## config.mk

```make
export PLATFORM = sky130hd
export DESIGN_NAME = mfba_ram
export DESIGN_NICKNAME = d
export VERILOG_FILES = /design/src/sv/mfba_ram.sv
export SDC_FILE = /design/constraint.sdc
export NUM_CORES = 1
export LEC_CHECK = 0
export ABC_AREA = 1
export BUFFER_PORTS_ARGS = -buffer_cell sky130_fd_sc_hd__buf_2
export CELL_PAD_IN_SITES_DETAIL_PLACEMENT = 2
export CELL_PAD_IN_SITES_GLOBAL_PLACEMENT = 2
export CORE_MARGIN = 3
export CORE_UTILIZATION = 40
export DETAILED_ROUTE_END_ITERATION = 6
export PLACE_DENSITY = 0.75
export RECOVER_POWER = 25
export SLEW_MARGIN = 10
export SYNTH_ARGS = -nofsm -noshare
export SYNTH_HDL_FRONTEND = slang
export SYNTH_SLANG_ARGS = --single-unit
export TNS_END_PERCENT = 5
```

## constraint.sdc

```tcl
create_clock -name clk -period 1.2 [get_ports clk]
set_input_delay 0 -clock clk [delete_from_list [all_inputs] [get_ports clk]]
set_output_delay 0 -clock clk [all_outputs]
set_load 0.02 [all_outputs]
```

## src/sv/mfba_ram.sv

```systemverilog
module mfba_ram #(
  parameter int W = 8,
  parameter int D = 16
) (
  input  logic                 clk,
  input  logic                 we,
  input  logic [$clog2(D)-1:0] wa,
  input  logic [W-1:0]         wd,
  input  logic [$clog2(D)-1:0] ra,
  output logic [W-1:0]         rd
);

  logic [W-1:0] mem [D];

  // one write port, one registered read port
  always_ff @(posedge clk) begin
    if (we) begin
      mem[wa] <= wd;
    end
    rd <= mem[ra];
  end

endmodule

```

==> flow_summary.html, run 1 <==
<table>
<tr><th>Metric</th><th>Value</th></tr>
<tr><th colspan="2">Logic synthesis</th></tr>
<tr><td>Average instance area after synthesis</td><td>between 10 and 15 um^2</td></tr>
<tr><td>Area of the mapped netlist</td><td>0.005767 mm^2</td></tr>
<tr><td>Cell types occupying the most area after synthesis</td><td>edfxtp_1 (67%), nand2_1 (11%), nand3_1 (8.4%)</td></tr>
<tr><td>Top cell type's share of synthesized area</td><td>around two thirds</td></tr>
<tr><td>Gate Count Post-Synth</td><td>between 500 and 600</td></tr>
<tr><td>Flops &amp; latches, synth</td><td>136</td></tr>
<tr><td>Number of synthesized flops with an enable pin</td><td>between 100 and 150</td></tr>
<tr><td>Register area share after synthesis</td><td>69.43%</td></tr>
<tr><td>Cell type with the highest aggregate area in the netlist</td><td>edfxtp_1</td></tr>
<tr><td>Most numerous cell in the Yosys netlist</td><td>nand2_1</td></tr>
<tr><td>Share of synthesized flip-flops with an asynchronous set or reset</td><td>0%</td></tr>
<tr><td>Most frequent cells after synthesis</td><td>nand2_1 (173), edfxtp_1 (128), inv_1 (100)</td></tr>
<tr><td>Synth cell types</td><td>12</td></tr>
<tr><td>Syn. warnings</td><td>0</td></tr>
<tr><td>Main synth FF type</td><td>edfxtp_1</td></tr>
<tr><td>Nets in the synthesized netlist</td><td>about 570</td></tr>
<tr><th colspan="2">STA</th></tr>
<tr><td>Final number of hold-violating endpoints</td><td>0</td></tr>
<tr><td>Transition at the pin with the smallest max-transition slack</td><td>0.9621 ns</td></tr>
<tr><td>Time the worst path needs with I/O delays and setup</td><td>around 1.1 ns</td></tr>
<tr><td>Worst slew margin relative to its limit</td><td>a little over a third</td></tr>
<tr><td>Achievable Freq</td><td>922.5 MHz</td></tr>
<tr><td>Max-slew violation count</td><td>0</td></tr>
<tr><td>Unrepaired setup endpoints after global routing</td><td>no</td></tr>
<tr><td>Worst clock skew on the final layout</td><td>around 0.0076 ns</td></tr>
<tr><td>Final critical-path share of the clock period</td><td>90.33%</td></tr>
<tr><td>Number of setup violations in the final report</td><td>0</td></tr>
<tr><th colspan="2">Detailed routing</th></tr>
<tr><td>Detailed-route vias per instance</td><td>5.226</td></tr>
<tr><td>Routed WL</td><td>17,550 um</td></tr>
<tr><td>Detailed Routing Iterations Pass 1</td><td>4</td></tr>
<tr><td>Count of nets left with antenna violations after detail routing</td><td>0</td></tr>
<tr><td>DR vias</td><td>4,134</td></tr>
<tr><td>Number of remaining DRC errors</td><td>0</td></tr>
<tr><td>Wire length per cell after detailed routing</td><td>22.18 um</td></tr>
<tr><td>Initial drt markers</td><td>226</td></tr>
<tr><th colspan="2">Power and ir drop</th></tr>
<tr><td>Clock Power Share</td><td>43.9%</td></tr>
<tr><td>Maximum vdd ir drop</td><td>768.5 uV</td></tr>
<tr><td>Combinational Power Share</td><td>about 7.1%</td></tr>
<tr><td>Power per Cell Area</td><td>1615 mW/mm^2</td></tr>
<tr><td>Switch Pwr</td><td>approximately 2500 uW</td></tr>
<tr><td>Cell internal power dissipation</td><td>8503 uW</td></tr>
<tr><td>Leak pwr</td><td>0.002944 uW</td></tr>
<tr><td>Sequential Power Share</td><td>48.9%</td></tr>
<tr><td>Proportion of total power due to net switching</td><td>22.45%</td></tr>
<tr><th colspan="2">Finish</th></tr>
<tr><td>Area growth from synthesis to final layout</td><td>17.70%</td></tr>
<tr><td>Final design area excluding fillers</td><td>0.006788 mm^2</td></tr>
<tr><td>Antenna diodes</td><td>0</td></tr>
<tr><td>Final standard cell count with taps included and fillers excluded</td><td>approximately 790</td></tr>
<tr><td>Net count reported at finish</td><td>616</td></tr>
<tr><td>Proportion of layout cells with a drive suffix above 1</td><td>12.44%</td></tr>
<tr><th colspan="2">Floorplan</th></tr>
<tr><td>Horiz. Die Dim</td><td>126.1 um</td></tr>
<tr><td>Standard cell core area</td><td>roughly 0.014 mm^2</td></tr>
<tr><td>Starting Density</td><td>approximately 41%</td></tr>
<tr><td>Die height</td><td>approximately 130 um</td></tr>
<tr><td>Site Rows</td><td>43</td></tr>
<tr><td>Total I/O pin count</td><td>26</td></tr>
<tr><td>Die Outline Area</td><td>0.01589 mm^2</td></tr>
<tr><th colspan="2">CTS</th></tr>
<tr><td>CTS Buffer Depth</td><td>2</td></tr>
<tr><td>Number of clock sinks</td><td>136</td></tr>
<tr><td>Register clock-pin slew on the reported worst setup and hold paths</td><td>0.06 ns</td></tr>
<tr><td>Setup Fix Bufs, Post-CTS</td><td>0</td></tr>
<tr><td>Cell at the root of the clock tree</td><td>clkbuf_16</td></tr>
<tr><td>Maximum level of the CTS H-tree</td><td>4</td></tr>
<tr><td>Total clock buffers created by CTS</td><td>17</td></tr>
<tr><td>CTS tree</td><td>done</td></tr>
<tr><td>Clock latency on the worst-skew pair</td><td>0.42 ns</td></tr>
<tr><th colspan="2">Worst setup path</th></tr>
<tr><td>Arrival time at the worst endpoint</td><td>roughly 1.4 ns</td></tr>
<tr><td>Worst Path Max Fanout</td><td>1</td></tr>
<tr><td>Crit path required time</td><td>1.50 ns</td></tr>
<tr><td>Critical Setup Path Class</td><td>flip-flop to flip-flop</td></tr>
<tr><td>Type of element launching the critical path</td><td>flip-flop</td></tr>
<tr><td>Type of destination of the critical path</td><td>flip-flop</td></tr>
<tr><th colspan="2">Global routing</th></tr>
<tr><td>First-pass GRT wire length</td><td>27,490 um</td></tr>
<tr><td>Global routing usage summed across all routing layers</td><td>23.67%</td></tr>
<tr><td>Number of antenna violations at the first check in global routing</td><td>1</td></tr>
<tr><td>Overflow after GRT</td><td>0</td></tr>
<tr><td>Vias in the first global route</td><td>approximately 4,700</td></tr>
<tr><td>Maximum number of pins on one net before global-route repair</td><td>56</td></tr>
<tr><th colspan="2">Placed design</th></tr>
<tr><td>Number of port buffers</td><td>25</td></tr>
<tr><td>Number of instances in the placed design</td><td>757</td></tr>
<tr><td>Cell area after placement</td><td>0.006213 mm^2</td></tr>
<tr><td>HPWL reported at the end of detailed placement</td><td>approximately 11,000 um</td></tr>
<tr><td>Final RePlAce weighted congestion</td><td>roughly 0.77</td></tr>
<tr><th colspan="2">Job</th></tr>
<tr><td>Max-cap violation count</td><td>0</td></tr>
<tr><th colspan="2">Min path</th></tr>
<tr><td>Hold Crit Class</td><td>input pin to flip-flop</td></tr>
<tr><th colspan="2">Run status</th></tr>
<tr><td>Result of the run</td><td>completed</td></tr>
</table>
[layout by cell type (no fill, tap or decap)]
| master | count |
|---|---|
| buf_2 | 20 |
| nand3_1 | 94 |
| inv_1 | 100 |
| clkinv_2 | 3 |
| inv_2 | 2 |
| nor2_1 | 17 |
| buf_12 | 6 |
| clkbuf_8 | 6 |
| nand3_2 | 3 |
| buf_4 | 19 |
| clkbuf_16 | 17 |
| dfxtp_1 | 8 |
| edfxtp_1 | 128 |
| nand2_1 | 173 |
| clkbuf_1 | 11 |
| nand3b_1 | 2 |
| dlygate4sd3_1 | 2 |
[worst max-delay path, stage by stage, from the launching register on]
cell	delay [ns]
edfxtp_1	0.36
inv_1	0.07
nand2_1	0.07
nand3_1	0.09
nand3_1	0.12
nand3_1	0.15
nand2_1	0.10
[registers in the layout, summed over array words and instances (netlist names)]
signal / flops
mem: 128
rd: 8
[layer usage]
metal / vias to the layer above / GRT usage, % / wire [um]
met3: 37 / 4.665 / 769
met1: 2133 / 28.25 / 7026
met2: 91 / 41.44 / 9227
met5: - / 0 / 13
met4: 2 / 10.54 / 510
li1: 1871 / - / -
[power by group through the flow]
stage	clock network, uW	logic [uW]	registers (uW)
after floorplan	0	375	5470
after CTS	4870	801	5360
after global placement	0	741	5450
after detailed placement	0	782	5460
after global routing	5080	870	5370
final	4820	784	5360
[cell families (layout without fill, tap and decap cells)]
family        Yosys count  in the layout  share of synthesized area (%)
flops                 136            136                          69.43
simple gates          289            289                          21.05
buf+inv               126            186                          9.525
[what timing repair did]
action,in CTS,in global routing
resized for setup,1,2
hold buffers,2,0
cloned,0,0
setup endpoints to repair,1,1
endpoints found under the hold margin,7,0
[final timing paths]
path / slack [ns] / end / depth (start not counted) / startpoint
max: 0.12 / rd[2] / 6 / mem[2][2]
min reg2reg: 0.72 / rd[5] / 6 / mem[13][5]
max reg2reg: 0.12 / rd[2] / 6 / mem[2][2]
min: 0.05 / mem[14][7] / 1 / wd[7]
[stage by stage]
step / util [%] / hold slack, ns / setup TNS (ns) / setup WS [ns] / power (uW)
global placement: 44.42 / 0.3941 / 0 / 0.08401 / 6189
detailed placement: 44.42 / 0.4065 / -0.005492 / -0.005492 / 6238
CTS: 48.50 / 0.008174 / 0 / 0.02315 / 11030
global route: 48.52 / 0.05036 / 0 / 0.04957 / 11320
finish: 48.52 / 0.05071 / 0 / 0.1160 / 10960
floorplan: - / 0.09887 / 0 / 0.2492 / 5848
[cell type report]
cell class                 count  area [um^2]
clock inverter                 3        15.01
sequential                   136         4004
clock buffer                  29        530.5
multi-input combinational    289         1229
timing repair buffer          52        401.6
fill                        1485         7201
tap                          180        225.2
inverter                     102        382.9
Note: power is estimated with default switching activity, not from simulation.
==> run 2: changes to the inputs <==
==> constraint.sdc (replaced) <==
create_clock -name clk -period 1.2 [get_ports clk]
set_input_delay 0.12 -clock clk [delete_from_list [all_inputs] [get_ports clk]]
set_output_delay 0.12 -clock clk [all_outputs]
set_load 0.02 [all_outputs]
==> run 2 against run 1 <==
  * Critical path depth down 5
  * Sequential share of layout area is 0.34 points lower
  * First-iteration DRC count up 46%
  * Setup slack got worse by 0.067 ns
  * Die area unchanged
  * Clock power grew 9.1%
  * Cell count rose by 0.25%
  * Register-to-register slack lost 0.02 ns
  * Critical path type is now flip-flop to primary output
  * Largest cell class unchanged
==> flow_summary.html, run 2 (synthesized netlist as in run 1, its figures left out) <==
<table>
<tr><th>Metric</th><th>Value</th></tr>
<tr><th colspan="2">Finish</th></tr>
<tr><td>Net count reported at finish</td><td>618 (+0.32%)</td></tr>
<tr><td>Sequential cell area</td><td>0.004004 mm^2 (unchanged)</td></tr>
<tr><td>Highest-count cells in the layout ignoring fill and taps</td><td>nand2_1 (173), edfxtp_1 (128), inv_1 (100), nand3_1 (96), buf_4 (23)</td></tr>
<tr><td>Number of fillers in the final layout</td><td>1,448 (-2.5%)</td></tr>
<tr><td>Area growth from synthesis to final layout</td><td>18.38%</td></tr>
<tr><td>Footprint of the multi-input gates</td><td>0.001219 mm^2 (-0.81%)</td></tr>
<tr><td>Most common library cell in the layout ignoring fill and taps</td><td>nand2_1</td></tr>
<tr><td>Proportion of layout cells with a drive suffix above 1</td><td>13.38% (+0.94 points)</td></tr>
<tr><td>Flip-flop count of the largest register after layout</td><td>128 (unchanged)</td></tr>
<tr><td>Final standard cell count with taps included and fillers excluded</td><td>793 (+0.25%)</td></tr>
<tr><td>Biggest register</td><td>mem</td></tr>
<tr><td>Biggest regs</td><td>mem (128), rd (8)</td></tr>
<tr><td>Post-route core utilization</td><td>48.80% (+0.28 points)</td></tr>
<tr><td>Antenna diodes</td><td>0 (unchanged)</td></tr>
<tr><th colspan="2">Detailed routing</th></tr>
<tr><td>Detailed-route vias per instance</td><td>5.137 (-1.7%)</td></tr>
<tr><td>Detailed Routing Iterations Pass 1</td><td>4 (unchanged)</td></tr>
<tr><td>DR vias</td><td>4,074 (-1.5%)</td></tr>
<tr><td>Wire length per cell after detailed routing</td><td>22.87 um (+3.1%)</td></tr>
<tr><td>Initial drt markers</td><td>331 (+46%)</td></tr>
<tr><td>Number of remaining DRC errors</td><td>0 (unchanged)</td></tr>
<tr><td>Count of nets left with antenna violations after detail routing</td><td>0 (unchanged)</td></tr>
<tr><td>Routed WL</td><td>18,130 um (+3.3%)</td></tr>
<tr><th colspan="2">Worst setup path</th></tr>
<tr><td>Buf+Inv Stages, Crit Path</td><td>1 (unchanged)</td></tr>
<tr><td>Minimum setup slack among reg-to-reg paths</td><td>0.10 ns (-0.02 ns)</td></tr>
<tr><td>Largest incremental delay on the critical path</td><td>0.40 ns (+0.04 ns)</td></tr>
<tr><td>Arrival time at the worst endpoint</td><td>1.03 ns (-0.35 ns)</td></tr>
<tr><td>Type of element launching the critical path</td><td>flip-flop</td></tr>
<tr><td>Worst Path Max Fanout</td><td>1 (unchanged)</td></tr>
<tr><td>Critical Setup Path Class</td><td>flip-flop to primary output</td></tr>
<tr><td>Ordered list of cells on the worst path</td><td>buf_2</td></tr>
<tr><td>Crit path required time</td><td>1.08 ns (-0.42 ns)</td></tr>
<tr><td>Standard cell with the maximum stage delay on the critical path</td><td>dfxtp_1</td></tr>
<tr><td>Type of destination of the critical path</td><td>primary output</td></tr>
<tr><td>Crit-path leading delay family</td><td>flip-flops</td></tr>
<tr><th colspan="2">Power and ir drop</th></tr>
<tr><td>Maximum vdd ir drop</td><td>1212 uV (+58%)</td></tr>
<tr><td>Leak pwr</td><td>0.002964 uW (+0.66%)</td></tr>
<tr><td>Power per Cell Area</td><td>1671 mW/mm^2 (+3.4%)</td></tr>
<tr><th colspan="2">CTS</th></tr>
<tr><td>Cell at the root of the clock tree</td><td>clkbuf_16</td></tr>
<tr><td>Number of clock sinks</td><td>136 (unchanged)</td></tr>
<tr><td>CTS tree</td><td>done</td></tr>
<tr><td>Number of hold buffers added after cts</td><td>0 (-2)</td></tr>
<tr><td>CTS Buffer Depth</td><td>2 (unchanged)</td></tr>
<tr><td>Maximum level of the CTS H-tree</td><td>4 (unchanged)</td></tr>
<tr><td>Number of gates resized after CTS</td><td>0 (-1)</td></tr>
<tr><td>Clock latency on the worst-skew pair</td><td>0.44 ns (+0.02 ns)</td></tr>
<tr><td>Setup Fix Bufs, Post-CTS</td><td>0 (unchanged)</td></tr>
<tr><td>Total clock buffers created by CTS</td><td>17 (unchanged)</td></tr>
<tr><td>Register clock-pin slew on the reported worst setup and hold paths</td><td>0.06 ns (about the same)</td></tr>
<tr><th colspan="2">Global routing</th></tr>
<tr><td>Vias in the first global route</td><td>4,513 (-4.1%)</td></tr>
<tr><td>Overflow after GRT</td><td>0 (unchanged)</td></tr>
<tr><td>Number of antenna violations at the first check in global routing</td><td>0 (-1)</td></tr>
<tr><td>First-pass GRT wire length</td><td>27,630 um (+0.50%)</td></tr>
<tr><td>Maximum number of pins on one net before global-route repair</td><td>46 (-18%)</td></tr>
<tr><td>Global routing usage summed across all routing layers</td><td>24.06% (+0.40 points)</td></tr>
<tr><th colspan="2">Floorplan</th></tr>
<tr><td>Standard cell core area</td><td>0.01399 mm^2 (unchanged)</td></tr>
<tr><td>Total I/O pin count</td><td>26 (unchanged)</td></tr>
<tr><td>Starting Density</td><td>41.23% (unchanged)</td></tr>
<tr><td>Die height</td><td>126.1 um (unchanged)</td></tr>
<tr><td>Die Outline Area</td><td>0.01589 mm^2 (unchanged)</td></tr>
<tr><td>Site Rows</td><td>43 (unchanged)</td></tr>
<tr><td>Horiz. Die Dim</td><td>126.1 um (unchanged)</td></tr>
<tr><th colspan="2">STA</th></tr>
<tr><td>Worst clock skew on the final layout</td><td>0.008586 ns (+0.0009772 ns)</td></tr>
<tr><td>Final number of hold-violating endpoints</td><td>0 (unchanged)</td></tr>
<tr><td>Number of setup violations in the final report</td><td>0 (unchanged)</td></tr>
<tr><td>Transition at the pin with the smallest max-transition slack</td><td>0.9957 ns (+0.03361 ns)</td></tr>
<tr><td>Time the worst path needs with I/O delays and setup</td><td>1.151 ns (+0.06664 ns)</td></tr>
<tr><td>Final critical-path share of the clock period</td><td>95.89% (+5.6 points)</td></tr>
<tr><td>Achievable Freq</td><td>869.1 MHz (-5.8%)</td></tr>
<tr><td>Worst slew margin relative to its limit</td><td>33.62% (-2.2 points)</td></tr>
<tr><td>Max-slew violation count</td><td>0 (unchanged)</td></tr>
<tr><td>Unrepaired setup endpoints after global routing</td><td>no</td></tr>
<tr><th colspan="2">Run status</th></tr>
<tr><td>Result of the run</td><td>completed</td></tr>
<tr><th colspan="2">Placed design</th></tr>
<tr><td>HPWL reported at the end of detailed placement</td><td>11,570 um (+3.1%)</td></tr>
<tr><td>Number of port buffers</td><td>25 (unchanged)</td></tr>
<tr><td>Number of instances in the placed design</td><td>761 (+0.53%)</td></tr>
<tr><td>Final RePlAce weighted congestion</td><td>0.7657 (about the same)</td></tr>
<tr><th colspan="2">Job</th></tr>
<tr><td>Max-cap violation count</td><td>0 (unchanged)</td></tr>
<tr><th colspan="2">Min path</th></tr>
<tr><td>Hold Crit Class</td><td>input pin to flip-flop</td></tr>
</table>
==> run 2: cell count changes in the layout (fill, tap and decap cells not counted), moves of 3 or more <==
cell,change
buf_4,+4
bufinv_16,+3
clkbuf_1,-6
clkbuf_8,-6
clkinv_2,+3
clkinvlp_4,+3
==> run 2: cell type report <==
| type | instances | share of cell area, % |
|---|---|---|
| clock buffer | 17 | 6.232 |
| sequential | 136 | 58.65 |
| clock inverter | 15 | 2.328 |
| inverter | 102 | 5.608 |
| timing repair buffer | 54 | 6.030 |
| multi-input combinational | 289 | 17.85 |
| tap | 180 | 3.299 |
==> run 2: power by group <==
part / total (uW) / switching, uW / internal (uW)
clock network: 5260 / 2030 / 3220
registers: 5360 / 49.8 / 5310
logic: 786 / 560 / 226
total: 11400 / 2640 / 8760
==> run 2: metrics by stage <==
| step | setup TNS (ns) | hold WS, ns | area (um^2) | setup WS [ns] | total power (uW) |
|---|---|---|---|---|---|
| 3_5_place_dp | -0.2708 | 0.5295 | 6243 | -0.04834 | 6246 |
| 3_3_place_gp | 0 | 0.5238 | 6243 | 0.001012 | 6196 |
| 5_1_grt | 0 | 0.1526 | 6827 | 0.02687 | 11760 |
| 4_1_cts | 0 | 0.09448 | 6828 | 0.04123 | 11480 |
| 2_1_floorplan | 0 | 0.2189 | 5767 | 0.1292 | 5848 |
| 6_report | 0 | 0.1014 | 6827 | 0.04937 | 11400 |
==> run 2: final timing paths <==
kind,startpoint,endpoint,depth (start not counted)
hold reg to reg,mem[2][6],rd[6],6
hold / removal,ra[2],rd[5],4
setup reg to reg,mem[1][2],rd[2],6
setup / recovery,rd[0],rd[0],1
==> run 2: routing by layer <==
layer | up-vias | routed length, um | global-route usage [%]
li1 | 1871 | - | -
met1 | 2089 | 7793 | 30.24
met2 | 90 | 9304 | 41.69
met3 | 24 | 706 | 4.707
met4 | 0 | 328 | 8.202
met5 | - | 0 | 0
